## config.mk

```make
export PLATFORM = sky130hd
export DESIGN_NAME = motor_command_frame_encoder
export DESIGN_NICKNAME = d
export VERILOG_FILES = /design/src/mcfe_pkg.sv /design/src/mcfe_ctrl.sv /design/src/mcfe_dp.sv /design/src/motor_command_frame_encoder.sv
export VERILOG_INCLUDE_DIRS = /design/src /design/src/src
export SDC_FILE = /design/constraint.sdc
export NUM_CORES = 1
export LEC_CHECK = 0
export ABC_AREA = 1
export BUFFER_PORTS_ARGS = -buffer_cell sky130_fd_sc_hd__buf_2
export CORE_AREA = 2 2 102 123
export DETAILED_ROUTE_END_ITERATION = 16
export DIE_AREA = 0 0 104 125
export GPL_TIMING_DRIVEN = 0
export MAX_ROUTING_LAYER = met4
export PLACE_DENSITY_LB_ADDON = 0.08
export RECOVER_POWER = 25
export SLEW_MARGIN = 15
export SYNTH_ARGS = -nofsm -noshare
export SYNTH_HDL_FRONTEND = slang
export SYNTH_SLANG_ARGS = --single-unit
```

## constraint.sdc

```tcl
create_clock -name clk -period 3.2 [get_ports clk]
set_input_delay 0.16 -clock clk [delete_from_list [all_inputs] [get_ports clk]]
set_output_delay 0.16 -clock clk [all_outputs]
set_load 0.01 [all_outputs]
```

## src/assert_macros.svh

```systemverilog
// ----------------------------------------------------------------------------
// assertion macros
// clocked assertion helpers with active-low reset disable
// ----------------------------------------------------------------------------
`ifndef ASSERT_MACROS_SVH
`define ASSERT_MACROS_SVH
`ifndef SYNTHESIS
// property holds at every rising clock edge outside reset
`define ASSERT_CLK(lbl, clk, rst_n, prop) \
  lbl: assert property (@(posedge clk) disable iff (!rst_n) (prop)) \
    else $error("assertion failed");
// expression never true outside reset
`define ASSERT_NEVER(lbl, clk, rst_n, expr) \
  lbl: assert property (@(posedge clk) disable iff (!rst_n) !(expr)) \
    else $error("forbidden condition seen");
`else
`define ASSERT_CLK(lbl, clk, rst_n, prop)
`define ASSERT_NEVER(lbl, clk, rst_n, expr)
`endif
`endif

```

## src/mcfe_pkg.sv

```systemverilog
// ----------------------------------------------------------------------------
// mcfe_pkg
// shared types, codes and the crc update for the motor command frame encoder
// ----------------------------------------------------------------------------
package mcfe_pkg;

  // command kinds on the input
  localparam logic [1:0] KIND_STOP  = 2'd0;
  localparam logic [1:0] KIND_SPEED = 2'd1;
  localparam logic [1:0] KIND_ANGLE = 2'd2;

  // frame bytes
  localparam logic [7:0] FRAME_HEADER = 8'h3E;
  localparam logic [7:0] CODE_STOP    = 8'h50;
  localparam logic [7:0] CODE_SPEED   = 8'h54;
  localparam logic [7:0] CODE_ANGLE   = 8'h56;
  localparam logic [7:0] LEN_DATA     = 8'h02;
  localparam logic [7:0] LEN_NONE     = 8'h00;

  // crc-16/modbus
  localparam logic [15:0] CRC_INIT = 16'hFFFF;
  localparam logic [15:0] CRC_POLY = 16'hA001;

  // byte positions inside one frame
  localparam int POS_W = 4;
  localparam logic [POS_W-1:0] POS_HDR    = 4'd0;
  localparam logic [POS_W-1:0] POS_SEQ    = 4'd1;
  localparam logic [POS_W-1:0] POS_ID     = 4'd2;
  localparam logic [POS_W-1:0] POS_CODE   = 4'd3;
  localparam logic [POS_W-1:0] POS_LEN    = 4'd4;
  localparam logic [POS_W-1:0] POS_VAL_LO = 4'd5;
  localparam logic [POS_W-1:0] POS_VAL_HI = 4'd6;
  localparam logic [POS_W-1:0] POS_CRC_LO = 4'd7;
  localparam logic [POS_W-1:0] POS_CRC_HI = 4'd8;

  // register indexes
  localparam logic REG_LEFT_ID  = 1'b0;
  localparam logic REG_RIGHT_ID = 1'b1;

  // controller to datapath
  typedef struct packed {
    logic             load;   // latch a new command
    logic             step;   // emit one byte into the output register
    logic [POS_W-1:0] pos;    // byte position within the frame
    logic             sel;    // 0 left frame, 1 right frame
  } cmd_t;

  // datapath to controller
  typedef struct packed {
    logic kind_ok;            // input kind is a known command
    logic has_data;           // latched command carries a value
  } stat_t;

  // one byte through the bit-serial crc
  function automatic logic [15:0] crc_byte(input logic [15:0] crc, input logic [7:0] b);
    logic [15:0] c;
    c = crc ^ {8'h00, b};
    for (int k = 0; k < 8; k++) begin
      if (c[0]) begin
        c = (c >> 1) ^ CRC_POLY;
      end else begin
        c = c >> 1;
      end
    end
    return c;
  endfunction

endpackage

```

## src/mcfe_ctrl.sv

```systemverilog
// ----------------------------------------------------------------------------
// mcfe_ctrl
// sequencer over the two frames of one command and output valid tracking
// ----------------------------------------------------------------------------
`include "assert_macros.svh"

module mcfe_ctrl (
  input  logic           clk,
  input  logic           rst_n,
  input  logic           in_valid,
  output logic           in_ready,
  output logic           out_valid,
  input  logic           out_ready,
  input  mcfe_pkg::stat_t stat,
  output mcfe_pkg::cmd_t  cmd
);

  localparam logic ST_IDLE = 1'b0;
  localparam logic ST_SEND = 1'b1;

  logic                       state_r, state_nxt;
  logic [mcfe_pkg::POS_W-1:0] pos_r, pos_nxt;
  logic                       sel_r, sel_nxt;
  logic                       out_valid_r, out_valid_nxt;
  logic                       accept;
  logic                       step;

  assign in_ready  = (state_r == ST_IDLE);
  assign out_valid = out_valid_r;
  assign accept    = in_valid && in_ready;
  // a byte moves when the output register is free or being drained
  assign step      = (state_r == ST_SEND) && (!out_valid_r || out_ready);

  assign cmd.load = accept;
  assign cmd.step = step;
  assign cmd.pos  = pos_r;
  assign cmd.sel  = sel_r;

  // next state and byte position
  always_comb begin
    state_nxt     = state_r;
    pos_nxt       = pos_r;
    sel_nxt       = sel_r;
    out_valid_nxt = out_valid_r;
    if (out_ready) begin
      out_valid_nxt = 1'b0;
    end
    if (step) begin
      out_valid_nxt = 1'b1;
    end
    case (state_r)
      ST_IDLE: begin
        if (accept && stat.kind_ok) begin
          state_nxt = ST_SEND;
          pos_nxt   = mcfe_pkg::POS_HDR;
          sel_nxt   = 1'b0;
        end
      end
      ST_SEND: begin
        if (step) begin
          if (pos_r == mcfe_pkg::POS_CRC_HI) begin
            pos_nxt = mcfe_pkg::POS_HDR;
            sel_nxt = 1'b1;
            if (sel_r) begin
              state_nxt = ST_IDLE;
            end
          end else if (pos_r == mcfe_pkg::POS_LEN && !stat.has_data) begin
            pos_nxt = mcfe_pkg::POS_CRC_LO;
          end else begin
            pos_nxt = pos_r + mcfe_pkg::POS_W'(1);
          end
        end
      end
      default: begin
        state_nxt = ST_IDLE;
      end
    endcase
  end

  // control registers
  always_ff @(posedge clk) begin
    if (!rst_n) begin
      state_r     <= ST_IDLE;
      pos_r       <= mcfe_pkg::POS_HDR;
      sel_r       <= 1'b0;
      out_valid_r <= 1'b0;
    end else begin
      state_r     <= state_nxt;
      pos_r       <= pos_nxt;
      sel_r       <= sel_nxt;
      out_valid_r <= out_valid_nxt;
    end
  end

  // checks
  `ASSERT_NEVER(a_pos_range, clk, rst_n, pos_r > mcfe_pkg::POS_CRC_HI)
  `ASSERT_CLK(a_start, clk, rst_n,
    accept && stat.kind_ok |=> state_r == ST_SEND && pos_r == mcfe_pkg::POS_HDR && !sel_r)
  `ASSERT_CLK(a_done, clk, rst_n,
    step && sel_r && pos_r == mcfe_pkg::POS_CRC_HI |=> state_r == ST_IDLE)
  `ASSERT_CLK(a_step_valid, clk, rst_n, step |=> out_valid_r)

endmodule

```

## src/mcfe_dp.sv

```systemverilog
// ----------------------------------------------------------------------------
// mcfe_dp
// command latch, byte select, serial crc and output byte register
// ----------------------------------------------------------------------------
module mcfe_dp (
  input  logic            clk,
  input  logic [1:0]      in_kind,
  input  logic [15:0]     in_left_value,
  input  logic [15:0]     in_right_value,
  input  logic [7:0]      left_id,
  input  logic [7:0]      right_id,
  input  mcfe_pkg::cmd_t  cmd,
  output mcfe_pkg::stat_t stat,
  output logic [7:0]      out_tx_byte,
  output logic            out_motor_select,
  output logic            out_frame_end,
  output logic            out_last
);

  logic [7:0]  code_r;
  logic        has_data_r;
  logic [15:0] left_val_r;
  logic [15:0] right_val_r;
  logic [15:0] crc_r;
  logic [7:0]  tx_byte_r;
  logic        sel_out_r;
  logic        end_r;
  logic        last_r;
  logic [7:0]  code_sel;
  logic [7:0]  id_cur;
  logic [15:0] val_cur;
  logic [7:0]  byte_cur;

  // decode the incoming kind
  always_comb begin
    case (in_kind)
      mcfe_pkg::KIND_STOP:  code_sel = mcfe_pkg::CODE_STOP;
      mcfe_pkg::KIND_SPEED: code_sel = mcfe_pkg::CODE_SPEED;
      mcfe_pkg::KIND_ANGLE: code_sel = mcfe_pkg::CODE_ANGLE;
      default:              code_sel = mcfe_pkg::CODE_STOP;
    endcase
  end

  assign stat.kind_ok  = (in_kind == mcfe_pkg::KIND_STOP) ||
                         (in_kind == mcfe_pkg::KIND_SPEED) ||
                         (in_kind == mcfe_pkg::KIND_ANGLE);
  assign stat.has_data = has_data_r;

  // byte for the current position
  assign id_cur  = cmd.sel ? right_id : left_id;
  assign val_cur = cmd.sel ? right_val_r : left_val_r;

  always_comb begin
    case (cmd.pos)
      mcfe_pkg::POS_HDR:    byte_cur = mcfe_pkg::FRAME_HEADER;
      mcfe_pkg::POS_SEQ:    byte_cur = id_cur;
      mcfe_pkg::POS_ID:     byte_cur = id_cur;
      mcfe_pkg::POS_CODE:   byte_cur = code_r;
      mcfe_pkg::POS_LEN:    byte_cur = has_data_r ? mcfe_pkg::LEN_DATA : mcfe_pkg::LEN_NONE;
      mcfe_pkg::POS_VAL_LO: byte_cur = val_cur[7:0];
      mcfe_pkg::POS_VAL_HI: byte_cur = val_cur[15:8];
      mcfe_pkg::POS_CRC_LO: byte_cur = crc_r[7:0];
      mcfe_pkg::POS_CRC_HI: byte_cur = crc_r[15:8];
      default:              byte_cur = mcfe_pkg::FRAME_HEADER;
    endcase
  end

  // command latch, left value negated with wrap
  always_ff @(posedge clk) begin
    if (cmd.load) begin
      code_r      <= code_sel;
      has_data_r  <= (in_kind != mcfe_pkg::KIND_STOP);
      left_val_r  <= 16'h0000 - in_left_value;
      right_val_r <= in_right_value;
    end
  end

  // crc runs over header to value, restarts for each frame
  always_ff @(posedge clk) begin
    if (cmd.load) begin
      crc_r <= mcfe_pkg::CRC_INIT;
    end else if (cmd.step) begin
      if (cmd.pos == mcfe_pkg::POS_CRC_HI) begin
        crc_r <= mcfe_pkg::CRC_INIT;
      end else if (cmd.pos != mcfe_pkg::POS_CRC_LO) begin
        crc_r <= mcfe_pkg::crc_byte(crc_r, byte_cur);
      end
    end
  end

  // output byte register
  always_ff @(posedge clk) begin
    if (cmd.step) begin
      tx_byte_r <= byte_cur;
      sel_out_r <= cmd.sel;
      end_r     <= (cmd.pos == mcfe_pkg::POS_CRC_HI);
      last_r    <= (cmd.pos == mcfe_pkg::POS_CRC_HI) && cmd.sel;
    end
  end

  assign out_tx_byte      = tx_byte_r;
  assign out_motor_select = sel_out_r;
  assign out_frame_end    = end_r;
  assign out_last         = last_r;

endmodule

```

## src/motor_command_frame_encoder.sv

```systemverilog
// ----------------------------------------------------------------------------
// motor_command_frame_encoder
// turns one motor command into a left and a right crc-16/modbus frame
// ----------------------------------------------------------------------------
// Each accepted command produces one output beat per frame byte: 14 beats for
// stop, 18 for speed or angle, left frame first. The sequencer emits one byte
// per cycle into a single output register while the output is not stalled,
// and the crc is updated one byte per cycle alongside; a new command is taken
// in only once both frames of the last one have been stepped out. A command
// of unused kind 3 is accepted and dropped. Motor ids are to be written
// through the register port only while idle; the block itself does not
// enforce this.

module motor_command_frame_encoder (
  input  logic        clk,
  input  logic        rst_n,
  // command input
  input  logic        in_valid,
  output logic        in_ready,
  input  logic [1:0]  in_kind,
  input  logic signed [15:0] in_left_value,
  input  logic signed [15:0] in_right_value,
  // byte output
  output logic        out_valid,
  input  logic        out_ready,
  output logic [7:0]  out_tx_byte,
  output logic        out_motor_select,
  output logic        out_frame_end,
  output logic        out_last,
  // register port
  input  logic        psel,
  input  logic        penable,
  input  logic        pwrite,
  input  logic [2:0]  paddr,
  input  logic [31:0] pwdata,
  output logic [31:0] prdata,
  output logic        pready
);

  logic            rd_left;
  logic [7:0]      left_id_r;
  logic [7:0]      right_id_r;
  logic            wr_en;
  mcfe_pkg::cmd_t  cmd;
  mcfe_pkg::stat_t stat;

  assign pready = 1'b1;
  assign wr_en  = psel && penable && pwrite;

  // motor id registers
  always_ff @(posedge clk) begin
    if (!rst_n) begin
      left_id_r  <= 8'd1;
      right_id_r <= 8'd2;
    end else if (wr_en) begin
      if (paddr[2] == mcfe_pkg::REG_LEFT_ID) begin
        left_id_r <= pwdata[7:0];
      end else begin
        right_id_r <= pwdata[7:0];
      end
    end
  end

  // read back
  assign rd_left = (paddr[2] == mcfe_pkg::REG_LEFT_ID);
  assign prdata  = {24'h000000, rd_left ? left_id_r : right_id_r};

  mcfe_ctrl u_ctrl (
    .clk       (clk),
    .rst_n     (rst_n),
    .in_valid  (in_valid),
    .in_ready  (in_ready),
    .out_valid (out_valid),
    .out_ready (out_ready),
    .stat      (stat),
    .cmd       (cmd)
  );

  mcfe_dp u_dp (
    .clk              (clk),
    .in_kind          (in_kind),
    .in_left_value    (in_left_value),
    .in_right_value   (in_right_value),
    .left_id          (left_id_r),
    .right_id         (right_id_r),
    .cmd              (cmd),
    .stat             (stat),
    .out_tx_byte      (out_tx_byte),
    .out_motor_select (out_motor_select),
    .out_frame_end    (out_frame_end),
    .out_last         (out_last)
  );

endmodule

```

---- Yosys cells after proc, flatten, opt, wreduce, memory -nomap -nowiden ----
Index checks and enable logic that the tools add are counted.
word-level totals
  output and inout port bits .............. 46
  logic and storage cells ................. 124
  bits in registers ....................... 91
operators by class
  equality and inequality tests ........... 14
  reductions and logical operators ........ 22
  multiplexer cells ....................... 60
  bitwise operators ....................... 11
  add/subtract/negate cells ............... 2
operators by type and width
  operator                                                                  number
  16-bit two-way mux                                                        39
  8-bit case mux with 7 select lines                                        1
  2-bit inverter with 3-bit output                                          8
  4-bit by 3-bit equality test with 1-bit output (second input constant)    4
  4-bit two-way mux                                                         4
  8-bit two-way mux                                                         2
  1-bit by 16-bit subtractor with 16-bit output (first input constant)      1
  16-bit by 8-bit bitwise XOR with 16-bit output                            1
  1-bit two-way mux                                                         9
  4-bit by 2-bit equality test with 1-bit output (second input constant)    2
  4-bit case mux with 2 select lines                                        1
  2-bit AND reduction                                                       4
  1-bit logical AND                                                         7
  2-bit inequality test (second input constant)                             3
  3-bit case mux with 2 select lines                                        1
  2-bit nonzero test                                                        3
  4-bit by 1-bit adder with 4-bit output (second input constant)            1
  4-bit by 1-bit equality test with 1-bit output (second input constant)    1
  4-bit equality test (second input constant)                               1
  4-bit by 3-bit inequality test with 1-bit output (second input constant)  1
  1-bit case mux with 2 select lines                                        2
  1-bit logical OR                                                          3
  3-bit AND reduction                                                       1
  2-bit by 1-bit equality test with 1-bit output (second input constant)    1
  6 further kinds                                                           8

---- Depth between registers and ports, before layout ----
Gate-level depths: netlist of run 1.
  depth in word-level cells ............... 50
  depth in mapped cells ................... 23
  mapped depth without buffers ............ 23

---- Hierarchy ----
From an unflattened synthesis of run 1, not the netlist that was laid out.
second synthesis, totals
  cells, all modules ...................... 650
  area total of the unflattened synthesis .. 5017.3 um2
by module, submodules not included
  module                       seq. area each (um2)  times used  area each (um2)  cells each
  mcfe_dp                      1701.6                1           3603.5           438
  motor_command_frame_encoder  320.3                 1           989.7            150
  mcfe_ctrl                    140.1                 1           424.2            62

---- Least setup slack after synthesis of run 1 ----
Ideal clock, no wire load.
  path type ............................... flip-flop to flip-flop
  start ................................... reg u_ctrl.pos_r[0] (netlist bit)
  end ..................................... reg u_dp.crc_r[0]
  cell stages (with the launch flop) ...... 22
  setup slack ............................. 0.811 ns
  arrival time ............................ 2.270 ns
  clock period less this slack ............ 2.389 ns
  data required time ...................... 3.081 ns
  path buffers ............................ 1
  cells stage by stage .................... dfxtp_1 inv_1 ha_1 nor2_1 nor2_8 nor2_2 nand2_2 buf_6 nand4_2 nand2_2 nand2_1 nand2_2 nand2_1 nand3_2 nand2_2 nand2_2 nand3_2 nand2_1 nand2_1 nand3_1 nand2_1 nand2_1
between the ends
  word-level cells in the longest chain between the ends .. 43
  elaborated cells on any way between the ends .. 59
ends and longest elaborated chain
  item                                                                                                              line                           text
  start, declared                                                                                                   mcfe_ctrl.sv:22                logic [mcfe_pkg::POS_W-1:0] pos_r, pos_nxt;
  start signal, assigned                                                                                            mcfe_ctrl.sv:84                pos_r <= mcfe_pkg::POS_HDR;
  start signal, assigned                                                                                            mcfe_ctrl.sv:89                pos_r <= pos_nxt;
  4-bit by 1-bit equality test with 1-bit output or 4-bit by 2-bit equality test with 1-bit output (tied branches)  mcfe_dp.sv:54                  case (cmd.pos)
  2-bit OR reduction (no source line)                                                                               --
  8-bit case mux with 7 select lines                                                                                mcfe_dp.sv:54
  16-bit by 8-bit bitwise XOR with 16-bit output                                                                    mcfe_pkg.sv:57                 c = crc ^ {8'h00, b};
  16-bit two-way mux or 2-bit inverter with 3-bit output (tied branches)                                            --
  16-bit two-way mux (on tied branches)                                                                             mcfe_dp.sv:85, mcfe_pkg.sv:59
  16-bit two-way mux (on tied branches)                                                                             mcfe_dp.sv:83, mcfe_dp.sv:85
  16-bit two-way mux (on tied branches)                                                                             mcfe_dp.sv:82, mcfe_dp.sv:83
  [... 27 more ...]                                                                                                 --
  16-bit two-way mux                                                                                                mcfe_pkg.sv:59                 if (c[0]) begin
  16-bit two-way mux                                                                                                mcfe_dp.sv:85                  end else if (cmd.pos != mcfe_pkg::POS_CRC_LO) begin
  16-bit two-way mux                                                                                                mcfe_dp.sv:83                  if (cmd.pos == mcfe_pkg::POS_CRC_HI) begin
  16-bit two-way mux                                                                                                mcfe_dp.sv:82                  end else if (cmd.step) begin
  16-bit two-way mux                                                                                                mcfe_dp.sv:80                  if (cmd.load) begin
  16-bit two-way mux                                                                                                mcfe_pkg.sv:59
  16-bit two-way mux                                                                                                mcfe_dp.sv:85
  16-bit two-way mux                                                                                                mcfe_dp.sv:83
  end signal, assigned                                                                                              mcfe_dp.sv:81                  crc_r <= mcfe_pkg::CRC_INIT;
  end signal, assigned                                                                                              mcfe_dp.sv:84                  crc_r <= mcfe_pkg::CRC_INIT;
  end signal, assigned                                                                                              mcfe_dp.sv:86                  crc_r <= mcfe_pkg::crc_byte(crc_r, byte_cur);
  end, declared                                                                                                     mcfe_dp.sv:24                  logic [15:0] crc_r;
Parallel ways exist; a longest one is shown, timed or not. The select of a mux whose other input is x is not followed.
A chain may end at the register's enable or synchronous reset.

---- Final worst setup path of run 1 ----
Ends and elaborated chain as after synthesis.

==> impl_results.md, run 1 <==
* Status: completed
* Reg2reg setup slack at 0.33 ns
* Iteration-0 DRC Markers at 214
* Switching share of power at 26.5%
* DRT antenna net count at 0
* CTS tree: yes
* Core footprint at 11,900 µm²
* Detailed-route via count at 3,958
* Synth top cells by count: nand2_1 (162), inv_1 (51), edfxtp_1 (46), o21ai_0 (46), dfxtp_1 (39)
* Layout area overhead at 23.7%
* Setup TNS at 0 ns
* Main area contributors after synthesis: edfxtp_1 (30%), dfxtp_1 (17%), nand2_1 (13%)
* Initial antenna violation count at 0
* Final cell count without fillers at 854
* # IOs at 122
* H-tree levels at 3
* Crit path capture type: flip-flop
* Psw at 756 µW
* Share of cells above drive strength 1 at 20.9%
* Fill cells at 1,210
* Post-Route WL at 11,300 µm
* Vias/cell at 4.63
* Num rows at 44
* Final period utilization at 89.7%
* Clock latency on the worst-skew pair at 0.34 ns
* Cell type with the highest aggregate area in the netlist: edfxtp_1
* Synth Instances at 570
* Synth cell types at 36
* FMAX at 348 MHz
* Root Buffer: clkbuf_16
* DRC violations left at 0
* R2r endpoint: u_dp.crc_r[0]$_SDFFE_PP1P_
* Max_slew headroom at 63.7%
* Nets at 773
* Top FF cell, synth: edfxtp_1
* Largest net degree at the start of global routing at 38
* Hold Violations, Final at 0
* Syn avg cell area at 8.12 µm²
* TritonCTS Buffers at 9
* Worst endpoint required time at 3.43 ns
* Hold crit path type: in2reg
* Hold Crit Endpoint: u_dp.right_val_r[9]$_DFFE_PP_
* Asr flop ratio synth at 0%
* Skew final at 0.00451 ns
* Synthesis Warnings at 0
* Hold path cells at 1
* Port-buffer cells at 69
* First-pass GRT wire length at 18,500 µm
* Die Y at 125 µm
* Place WS at 0.329 ns
* Clock Path Buffers at 2
* Register area share after synthesis at 46.7%
* Top-count cell post-synth: nand2_1
* Worst path arrival time at 3.10 ns
* Crit path kind: reg2reg
* Worst Path Max Fanout at 10
* Post-synthesis register bit count at 85
* Min Tclk post-route at 2.87 ns
* Clock sinks at 85
* Initial Util at 38.9%
* Vias in the first global route at 3,866
* Seq pwr share at 44.8%
* Clock-pin slew on the worst setup and hold paths at 0.06 ns
* Max IR drop VDD at 0.232 mV
* Placed cell count at 824
* RSZ-0062 raised after global routing: no
* Post-synth EDFFs at 46
* Worst r2r src: u_ctrl.pos_r[0]$_SDFFE_PN0P_
* Diodes inserted at 0
* Worst Min Path Start: in_right_value[9]
* Setup-failing EPs final at 0
* Slew @ Worst Pin at 0.544 ns
* Synth top area share at 29.9%
* HPWL Detailed at 8630 µm
* Synthesized area at 4630 µm²
* Total GRT Usage at 18.5%
* PnR worst setup slack at 0.329 ns
* Drt pass-1 iters at 4
* # Post-CTS Setup Buffers at 0
* Die extent in x at 104 µm
* Critical Path Source Type: flip-flop
* Comb power frac at 17.5%
* Grt ovf at 0
* WL/cell at 13.2 µm
* Leak Pwr at 0.00260 µW
* Max-cap violations at 0
* Power Density at 498 nW/µm²
* Placer Congestion at 0.882
* Slew Viols, Final at 0
* Die area at 13,000 µm²
* Clk network pwr share at 37.7%
* Int Pwr at 2090 µW
* Cells on worst reg2reg path at 21
flip-flops by register name (all words and copies together), names as in the netlist, 2 cells and up:
signal	cells
u_dp.code_r	2
right_id_r	8
u_ctrl.pos_r	4
u_dp.left_val_r	16
left_id_r	8
u_dp.right_val_r	16
u_dp.crc_r	16
u_dp.out_tx_byte	8
what timing repair did:
action / 4_1_cts / 5_1_grt
gates resized for setup: 0 / 1
hold buffers: 15 / 0
setup endpoints to repair: 0 / 1
endpoints found under the hold margin: 15 / 0
power by group through the flow:
stage          registers [µW]  clock network (µW)  logic, µW
6_report                 1280                1080        497
5_1_grt                  1290                1140        564
4_1_cts                  1280                1110        500
3_5_place_dp             1300                   0        483
3_3_place_gp             1300                   0        470
2_1_floorplan            1290                   0        342
worst max path at each step:
stage | from | end | slack [ns] | cells after the start
floorplan | u_ctrl.pos_r[0]$_SDFFE_PN0P_ | u_dp.crc_r[0]$_SDFFE_PP1P_ | 0.81 | 21
global placement | u_ctrl.pos_r[0]$_SDFFE_PN0P_ | u_dp.crc_r[0]$_SDFFE_PP1P_ | 0.38 | 18
detailed placement | u_ctrl.pos_r[0]$_SDFFE_PN0P_ | u_dp.crc_r[0]$_SDFFE_PP1P_ | 0.33 | 20
CTS | u_ctrl.pos_r[0]$_SDFFE_PN0P_ | u_dp.crc_r[0]$_SDFFE_PP1P_ | 0.31 | 20
global route | u_ctrl.pos_r[0]$_SDFFE_PN0P_ | u_dp.crc_r[0]$_SDFFE_PP1P_ | 0.02 | 20
finish | u_ctrl.pos_r[0]$_SDFFE_PN0P_ | u_dp.crc_r[0]$_SDFFE_PP1P_ | 0.33 | 21
final cells by class:
class / instances / area, µm² / area share [%]
buffer: 39 / 260 / 4.55
clock buffer: 9 / 225 / 3.94
clock inverter: 6 / 78.8 / 1.38
inverter: 57 / 216 / 3.78
multi-input combinational: 412 / 2080 / 36.3
sequential: 85 / 2160 / 37.8
tap: 161 / 201 / 3.52
timing repair buffer: 85 / 500 / 8.75
routing by layer:
layer / GRT usage (%) / routed length, µm / vias up
li1: - / - / 2063
met1: 21.8 / 4930 / 1784
met2: 31.8 / 5700 / 92
met3: 2.92 / 383 / 19
met4: 7.23 / 272 / 0
met5: - / 0 / -
placed cells by master (no fill, tap or decap), types with 2 or more instances in the layout:
cell,netlist,layout
nand2_1,162,162
buf_2,4,61
inv_1,51,50
o21ai_0,46,46
edfxtp_1,46,46
dfxtp_1,39,39
nor2_1,37,37
a21oi_1,31,30
buf_4,27,27
conb_1,2,25
nand3_1,19,19
clkbuf_1,7,19
dlygate4sd3_1,0,15
xor2_1,12,12
nand2_2,12,12
nand3_2,11,11
o22ai_1,11,11
clkbuf_16,0,9
ha_1,8,8
nand4_1,7,7
nor3_1,6,6
xnor2_1,6,6
inv_2,5,6
nor2_2,5,5
o211ai_1,2,2
o21ai_1,2,2
clkinv_2,0,2
bufinv_16,0,2
metrics by stage:
stage          hold WS (ns)  area [µm²]  power [µW]  utilization (%)
6_report             0.0207        5720        2850             48.1
5_1_grt             0.00464        5720        2990             48.1
4_1_cts             0.00262        5730        2880             48.2
3_5_place_dp          0.338        5280        1780             44.4
3_3_place_gp          0.336        5260        1770             44.2
2_1_floorplan         0.259        4710        1630                -
cells by family after synthesis:
logic type                 after synthesis  synth area share [%]
and+or+nand+nor                        267                  26.5
DFF                                     85                  46.7
buffers and inverters                   96                  10.3
xor gates and xnor gates                18                  3.41
adders and majority gates                8                  2.16
AOI/OAI and AO/OA                       94                  10.8
other                                    2                 0.162
critical path, stage by stage, from the launching register on:
cell and delay (ns):
dfxtp_1 0.41, inv_1 0.10, ha_1 0.27, nand3_2 0.20, inv_2 0.07, buf_4 0.18
nand2_1 0.10, nand3_1 0.08, nor2_1 0.29, nand3_1 0.12, nand2_1 0.13, nand2_1 0.06
nand2_1 0.10, nand3_2 0.11, nand2_2 0.08, nand2_2 0.06, nand3_2 0.10, nand2_1 0.07
nand2_1 0.06, nand3_1 0.06, nand2_1 0.07, nand2_1 0.05
No activity file was read; power rests on OpenSTA's default activity.
==> run 2, diff against run 1 <==
Clock period 3.2 ns to 3.4 ns, I/O delays scaled along.
==> impl_results.md, run 2 (synthesis results as in run 1) <==
* Status: completed
* Cts hold-fix bufs at 11 (-4)
* Clock sinks at 85 (unchanged)
* Die extent in x at 104 µm (unchanged)
* RSZ-0062 raised after global routing: no
* Biggest regs: u_dp.crc_r (16), u_dp.left_val_r (16), u_dp.right_val_r (16)
* Most frequent cells in the layout: nand2_1 (162), buf_2 (61), inv_1 (50)
* Die Y at 125 µm (unchanged)
* Clock Path Buffers at 2 (unchanged)
* Iteration-0 DRC Markers at 212 (-0.93%)
* Crit path kind: reg2reg
* Worst path arrival time at 3.12 ns (+0.02 ns)
* HPWL Detailed at 8630 µm (unchanged)
* DRC violations left at 0 (unchanged)
* Detailed-route via count at 3,975 (+0.43%)
* Post-Route WL at 11,200 µm (-0.66%)
* Worst-path cell chain: inv_1 -> ha_1 -> nor2_1 -> nor2_8 -> a21oi_1 -> nand3_2 -> nand2_1 -> nand2_2 -> nand2_1 -> nand2_1 -> nand2_1 -> nand3_2 -> nand2_2 -> nand2_2 -> nand3_2 -> nand2_1 -> nand2_1 -> nand3_1 -> nand2_1 -> nand2_1
* Min Tclk post-route at 2.89 ns (+0.0203 ns)
* Grt ovf at 0 (unchanged)
* Root Buffer: clkbuf_16
* TritonCTS Buffers at 9 (unchanged)
* Die area at 13,000 µm² (unchanged)
* Share of cells above drive strength 1 at 20.9% (-0.024 points)
* Critical Path Source Type: flip-flop
* Final period utilization at 85.0% (-4.7 points)
* Hold Violations, Final at 0 (unchanged)
* Worst endpoint required time at 3.63 ns (+0.20 ns)
* Final core area utilization at 47.8% (-0.37 points)
* Diodes inserted at 0 (unchanged)
* Final hold slack at 0.0144 ns (-0.00628 ns)
* Worst path slowest cell: a21oi_1
* WP depth at 20 (-4.8%)
* Largest net degree at the start of global routing at 38 (unchanged)
* CP endpoint: u_dp.crc_r[0]$_SDFFE_PP1P_
* Skew final at 0.00495 ns (+0.000441 ns)
* Core footprint at 11,900 µm² (unchanged)
* Layout area overhead at 22.7%
* Critical path's top delay family: simple AND/OR/NAND/NOR gates
* Total GRT Usage at 18.4% (-0.15 points)
* Worst Path Max Fanout at 9 (-1)
* Most common cell on crit path: nand2_1
* Hold crit path type: in2reg
* Reg2reg setup slack at 0.51 ns (+0.18 ns)
* Initial antenna violation count at 0 (unchanged)
* # Post-CTS Setup Buffers at 0 (unchanged)
* CTS tree: yes
* Vias/cell at 4.68 (+0.90%)
* Drt pass-1 iters at 5 (+1)
* Placer Congestion at 0.882 (unchanged)
* WL/cell at 13.2 µm (-0.19%)
* Design Area, Final at 5680 µm² (-0.77%)
* Vias in the first global route at 3,827 (-1.0%)
* Slew @ Worst Pin at 0.549 ns (+0.00502 ns)
* Max-cap violations at 0 (unchanged)
* Port-buffer cells at 69 (unchanged)
* FMAX at 346 MHz (-0.70%)
* Clock-pin slew on the worst setup and hold paths at 0.06 ns (about the same)
* # IOs at 122 (unchanged)
* Nets at 769 (-0.52%)
* Max_slew headroom at 63.4% (-0.33 points)
* Area after DPL at 5280 µm² (unchanged)
* Leak Pwr at 0.00258 µW (-0.67%)
* Num rows at 44 (unchanged)
* Setup-failing EPs final at 0 (unchanged)
* Hold path cells at 1 (unchanged)
* CP startpoint: u_ctrl.pos_r[0]$_SDFFE_PN0P_
* Power Density at 471 nW/µm² (-5.4%)
* Crit path capture type: flip-flop
* Cells on worst reg2reg path at 20 (-4.8%)
* WP buf/inv at 1 (-2)
* Slew Viols, Final at 0 (unchanged)
* H-tree levels at 3 (unchanged)
* Clock latency on the worst-skew pair at 0.34 ns (about the same)
* R2r endpoint: u_dp.crc_r[0]$_SDFFE_PP1P_
* Post-cts sizing count at 0 (unchanged)
* Worst r2r src: u_ctrl.pos_r[0]$_SDFFE_PN0P_
* Commonest non-fill, non-tap cell in the layout: nand2_1
* DRT antenna net count at 0 (unchanged)
* Max IR drop VDD at 0.217 mV (-6.5%)
* Worst stage delay on the critical path at 0.43 ns (+0.02 ns)
* Setup TNS at 0 ns (unchanged)
* First-pass GRT wire length at 18,400 µm (-0.93%)
* Initial Util at 38.9% (unchanged)
run 2: cell types whose count changed in the layout (fill, tap and decap cells not counted):
cell,previous run,this run
dlygate4sd3_1,15,11
a21oi_1,30,31
a21oi_2,1,0
run 2: report_power, final:
part	switching, µW	leakage, µW	internal (µW)
clock	377	0.000149	632
combinational	290	0.00169	175
sequential	40.5	0.000749	1160
total	707	0.00258	1970
run 2: per-layer routing:
metal / wire length [µm] / global-route usage [%]
met1: 4860 / 21.6
met2: 5650 / 31.5
met3: 459 / 2.92
met4: 243 / 7.23
met5: 0 / -
run 2: how the worst min path moves through the flow:
stage                           start                       endpoint  slack, ns
CTS                 in_right_value[6]  u_dp.right_val_r[6]$_DFFE_PP_     0.0007
global route        in_right_value[6]  u_dp.right_val_r[6]$_DFFE_PP_      0.004
floorplan            in_left_value[0]   u_dp.left_val_r[0]$_DFFE_PP_       0.27
detailed placement  in_right_value[1]  u_dp.right_val_r[1]$_DFFE_PP_       0.35
global placement    in_right_value[1]  u_dp.right_val_r[1]$_DFFE_PP_       0.35
finish              in_right_value[6]  u_dp.right_val_r[6]$_DFFE_PP_       0.01
run 2: cell type report:
cell class                      count  area [µm²]
Fill cell                        1215        6210
Tap cell                          161         201
Clock buffer                        9         225
Multi-Input combinational cell    412        2070
Buffer                             39         260
Timing Repair Buffer               81         460
Clock inverter                      6        78.8
Inverter                           57         216
Sequential cell                    85        2160
run 2: per-stage QoR:
stage / worst slack (ns) / cells / total power [µW]
2_1_floorplan: 1.01 / 593 / 1540
3_3_place_gp: 0.578 / 823 / 1670
3_5_place_dp: 0.529 / 824 / 1680
4_1_cts: 0.510 / 850 / 2710
5_1_grt: 0.178 / 850 / 2810
6_report: 0.508 / 850 / 2680
==> run 3, diff against run 2 <==
Settings changed: ABC_AREA 1 to 0, CORE_AREA 2 2 102 123 to 2 2 103 125, DIE_AREA 0 0 104 125 to 0 0 105 127, SYNTH_HIERARCHICAL from default to 1.
==> impl_results.md, run 3 <==
* Cells on worst reg2reg path at 11 (-45%)
* Grt ovf at 0 (unchanged)
* Hold Crit Endpoint: u_dp/right_val_r[3]$_DFFE_PP_
* TritonCTS Buffers at 9 (unchanged)
* Comb power frac at 19.4% (+2.1 points)
* Asr flop ratio synth at 0% (unchanged)
* Slew @ Worst Pin at 0.610 ns (+0.0607 ns)
* Largest net degree at the start of global routing at 44 (+16%)
* Post-synth EDFFs at 46 (unchanged)
* H-tree levels at 3 (unchanged)
* Seq pwr share at 43.8% (-1.1 points)
* DRT antenna net count at 0 (unchanged)
* Clock sinks at 85 (unchanged)
* R2r endpoint: u_dp/crc_r[0]$_SDFFE_PP1P_
* Layout area overhead at 21.5%
* Placer Congestion at 0.817 (-7.4%)
* Diodes inserted at 0 (unchanged)
* Root Buffer: clkbuf_16
* Synthesized area at 4730 µm² (+2.1%)
* Setup-failing EPs final at 0 (unchanged)
* Clock-pin slew on the worst setup and hold paths at 0.06 ns (about the same)
* CTS tree: yes
* Die extent in x at 105 µm (+0.96%)
* Worst r2r src: u_ctrl/sel_r$_SDFFE_PN0P_
* Synth top cells by count: edfxtp_1 (46), dfxtp_1 (39), nand2_1 (39), mux2i_1 (33), buf_4 (31)
* Hold crit path type: in2reg
* Clk network pwr share at 36.8% (-0.9 points)
* Critical Path Source Type: flip-flop
* Crit path kind: reg2reg
* Nets at 638 (-17%)
* Initial Util at 39.4% (+0.47 points)
* Worst Path Max Fanout at 10 (+1)
* Die area at 13,300 µm² (+2.6%)
* Status: completed
* Area after DPL at 5360 µm² (+1.6%)
* Total GRT Usage at 17.3% (-1.1 points)
* Max IR drop VDD at 0.220 mV (+1.1%)
* Psw at 704 µW (-0.53%)
* Main area contributors after synthesis: edfxtp_1 (29%), dfxtp_1 (17%), mux2i_1 (7.0%)
* DRC violations left at 0 (unchanged)
* Clock latency on the worst-skew pair at 0.34 ns (about the same)
* Switching share of power at 25.1% (-1.4 points)
* Cell type with the highest aggregate area in the netlist: edfxtp_1
* Synth top area share at 29.2% (-0.62 points)
* Share of cells above drive strength 1 at 27.8% (+6.9 points)
* Clock Path Buffers at 2 (unchanged)
* Reg2reg setup slack at 0.16 ns (-0.35 ns)
* Synth Instances at 443 (-22%)
* Setup TNS at 0 ns (unchanged)
* Max_slew headroom at 59.3% (-4.0 points)
* HPWL Detailed at 8110 µm (-6.0%)
* Power Density at 489 nW/µm² (+3.7%)
* Synth cell types at 68 (+89%)
* Biggest regs: u_dp/crc_r (16), u_dp/left_val_r (16), u_dp/right_val_r (16)
* Register area share after synthesis at 45.8% (-0.98 points)
* Die Y at 127 µm (+1.6%)
* Num rows at 44 (unchanged)
* Port-buffer cells at 70 (+1.4%)
* First-pass GRT wire length at 17,500 µm (-4.7%)
* Final period utilization at 95.3% (+10 points)
* Top-count cell post-synth: edfxtp_1
* Post-Route WL at 10,800 µm (-4.0%)
* # IOs at 122 (unchanged)
* Commonest non-fill, non-tap cell in the layout: buf_2
* Iteration-0 DRC Markers at 184 (-13%)
* Syn avg cell area at 10.7 µm² (+31%)
* Top FF cell, synth: edfxtp_1
* Core footprint at 12,000 µm² (+0.93%)
* Most frequent cells in the layout: buf_2 (73), edfxtp_1 (46), nand2_1 (39), dfxtp_1 (39), mux2i_1 (33)
* Min Tclk post-route at 3.24 ns (+0.347 ns)
* Worst Min Path Start: in_right_value[3]
* Slew Viols, Final at 0 (unchanged)
* Worst path arrival time at 3.46 ns (+0.34 ns)
* Vias in the first global route at 3,414 (-11%)
* Max-cap violations at 0 (unchanged)
* Int Pwr at 2100 µW (+6.8%)
* Drt pass-1 iters at 4 (-1)
* Post-synthesis register bit count at 85 (unchanged)
* Crit path capture type: flip-flop
* Vias/cell at 4.80 (+2.6%)
* Skew final at 0.00475 ns (-0.000204 ns)
* Synthesis Warnings at 6 (+6)
* Leak Pwr at 0.00231 µW (-11%)
* Initial antenna violation count at 0 (unchanged)
* WL/cell at 14.9 µm (+13%)
* Hold path cells at 1 (unchanged)
* Design Area, Final at 5740 µm² (+1.1%)
* Hold Violations, Final at 0 (unchanged)
* Detailed-route via count at 3,464 (-13%)
* FMAX at 309 MHz (-11%)
* Worst endpoint required time at 3.62 ns (about the same)
## run 3: changes by cell type after synthesis, sizes merged, moves of 16 or more
cell    previous run  this run
nand2            175        39
nor2              43        17
mux2i              0        33
inv               57        14
a21oi             31        15
o21ai             48         6
mux2               0        18
nand2b             0        18
nand3             31        11
## run 3: kinds of logic after synthesis
group | Yosys count | synth area share [%]
AO/OA/AOI/OAI | 63 | 9.06
XOR/XNOR | 35 | 7.23
adder cells (fa/ha/maj) | 6 | 1.59
buffers and inverters | 68 | 9.08
flip-flops | 85 | 45.8
multiplexers | 51 | 11.3
other | 2 | 0.159
AND/OR/NAND/NOR | 133 | 15.9
## run 3: power groups by stage
stage / combinational, µW / clock, µW / sequential [µW]
finish: 544 / 1030 / 1230
global route: 602 / 1110 / 1240
CTS: 551 / 1060 / 1230
detailed placement: 541 / 0 / 1250
global placement: 537 / 0 / 1250
floorplan: 420 / 0 / 1240
## run 3: worst max-delay path, stage by stage (launching register included)
cell and delay [ns]:
dfxtp_1 0.35, buf_4 0.12, buf_2 0.19, buf_6 0.21, mux2_2 0.38, a311oi_1 0.41
o22ai_2 0.21, mux2i_1 0.35, xnor2_1 0.21, xnor3_1 0.47, xor2_1 0.16, a21oi_1 0.08
## run 3: final cells by class
type                       count  area (µm²)
inverter                      15        57.6
sequential                    85        2160
clock inverter                 3        40.0
buffer                        53         347
tap                          161         201
timing repair buffer          79         437
clock buffer                  13         282
fill                        1222        6260
multi-input combinational    313        2220
## run 3: metal layers
layer | GRT usage (%) | share of wire, % | wire length [µm]
met2 | 27.5 | 48 | 5200
met5 | - | 0 | 0
met4 | 9.18 | 3.1 | 336
met1 | 21.0 | 44 | 4690
met3 | 3.16 | 5.1 | 544
## run 3: how the worst max path moves through the flow
stage / from / to / slack [ns] / depth (start not counted)
after floorplan: u_ctrl/pos_r[2]$_SDFFE_PN0P_ / u_dp/crc_r[0]$_SDFFE_PP1P_ / 0.65 / 9
after global placement: u_ctrl/sel_r$_SDFFE_PN0P_ / u_dp/crc_r[15]$_SDFFE_PP1P_ / 0.14 / 12
after detailed placement: u_ctrl/pos_r[0]$_SDFFE_PN0P_ / u_dp/crc_r[0]$_SDFFE_PP1P_ / 0.07 / 10
after CTS: u_ctrl/pos_r[0]$_SDFFE_PN0P_ / u_dp/crc_r[15]$_SDFFE_PP1P_ / 0.08 / 10
after global routing: u_ctrl/pos_r[0]$_SDFFE_PN0P_ / u_dp/crc_r[15]$_SDFFE_PP1P_ / -0.002 / 11
final: u_ctrl/sel_r$_SDFFE_PN0P_ / u_dp/crc_r[0]$_SDFFE_PP1P_ / 0.16 / 11
## run 3: per-stage QoR
stage / setup WS, ns / utilization [%] / total power (µW) / cells / hold slack [ns]
floorplan: 0.650 / - / 1660 / 466 / 0.269
global placement: 0.136 / 44.7 / 1790 / 697 / 0.350
detailed placement: 0.0732 / 44.7 / 1790 / 697 / 0.348
CTS: 0.0785 / 48.1 / 2840 / 722 / 0.00178
global route: -0.00210 / 47.9 / 2950 / 722 / 0.00349
finish: 0.161 / 47.9 / 2810 / 722 / 0.0101
## run 3: timing repair
item,CTS,global route
setup buffers,0,0
gates resized for setup,0,5
hold buffers,9,0
setup endpoints to repair,0,2
endpoints found under the hold margin,9,0
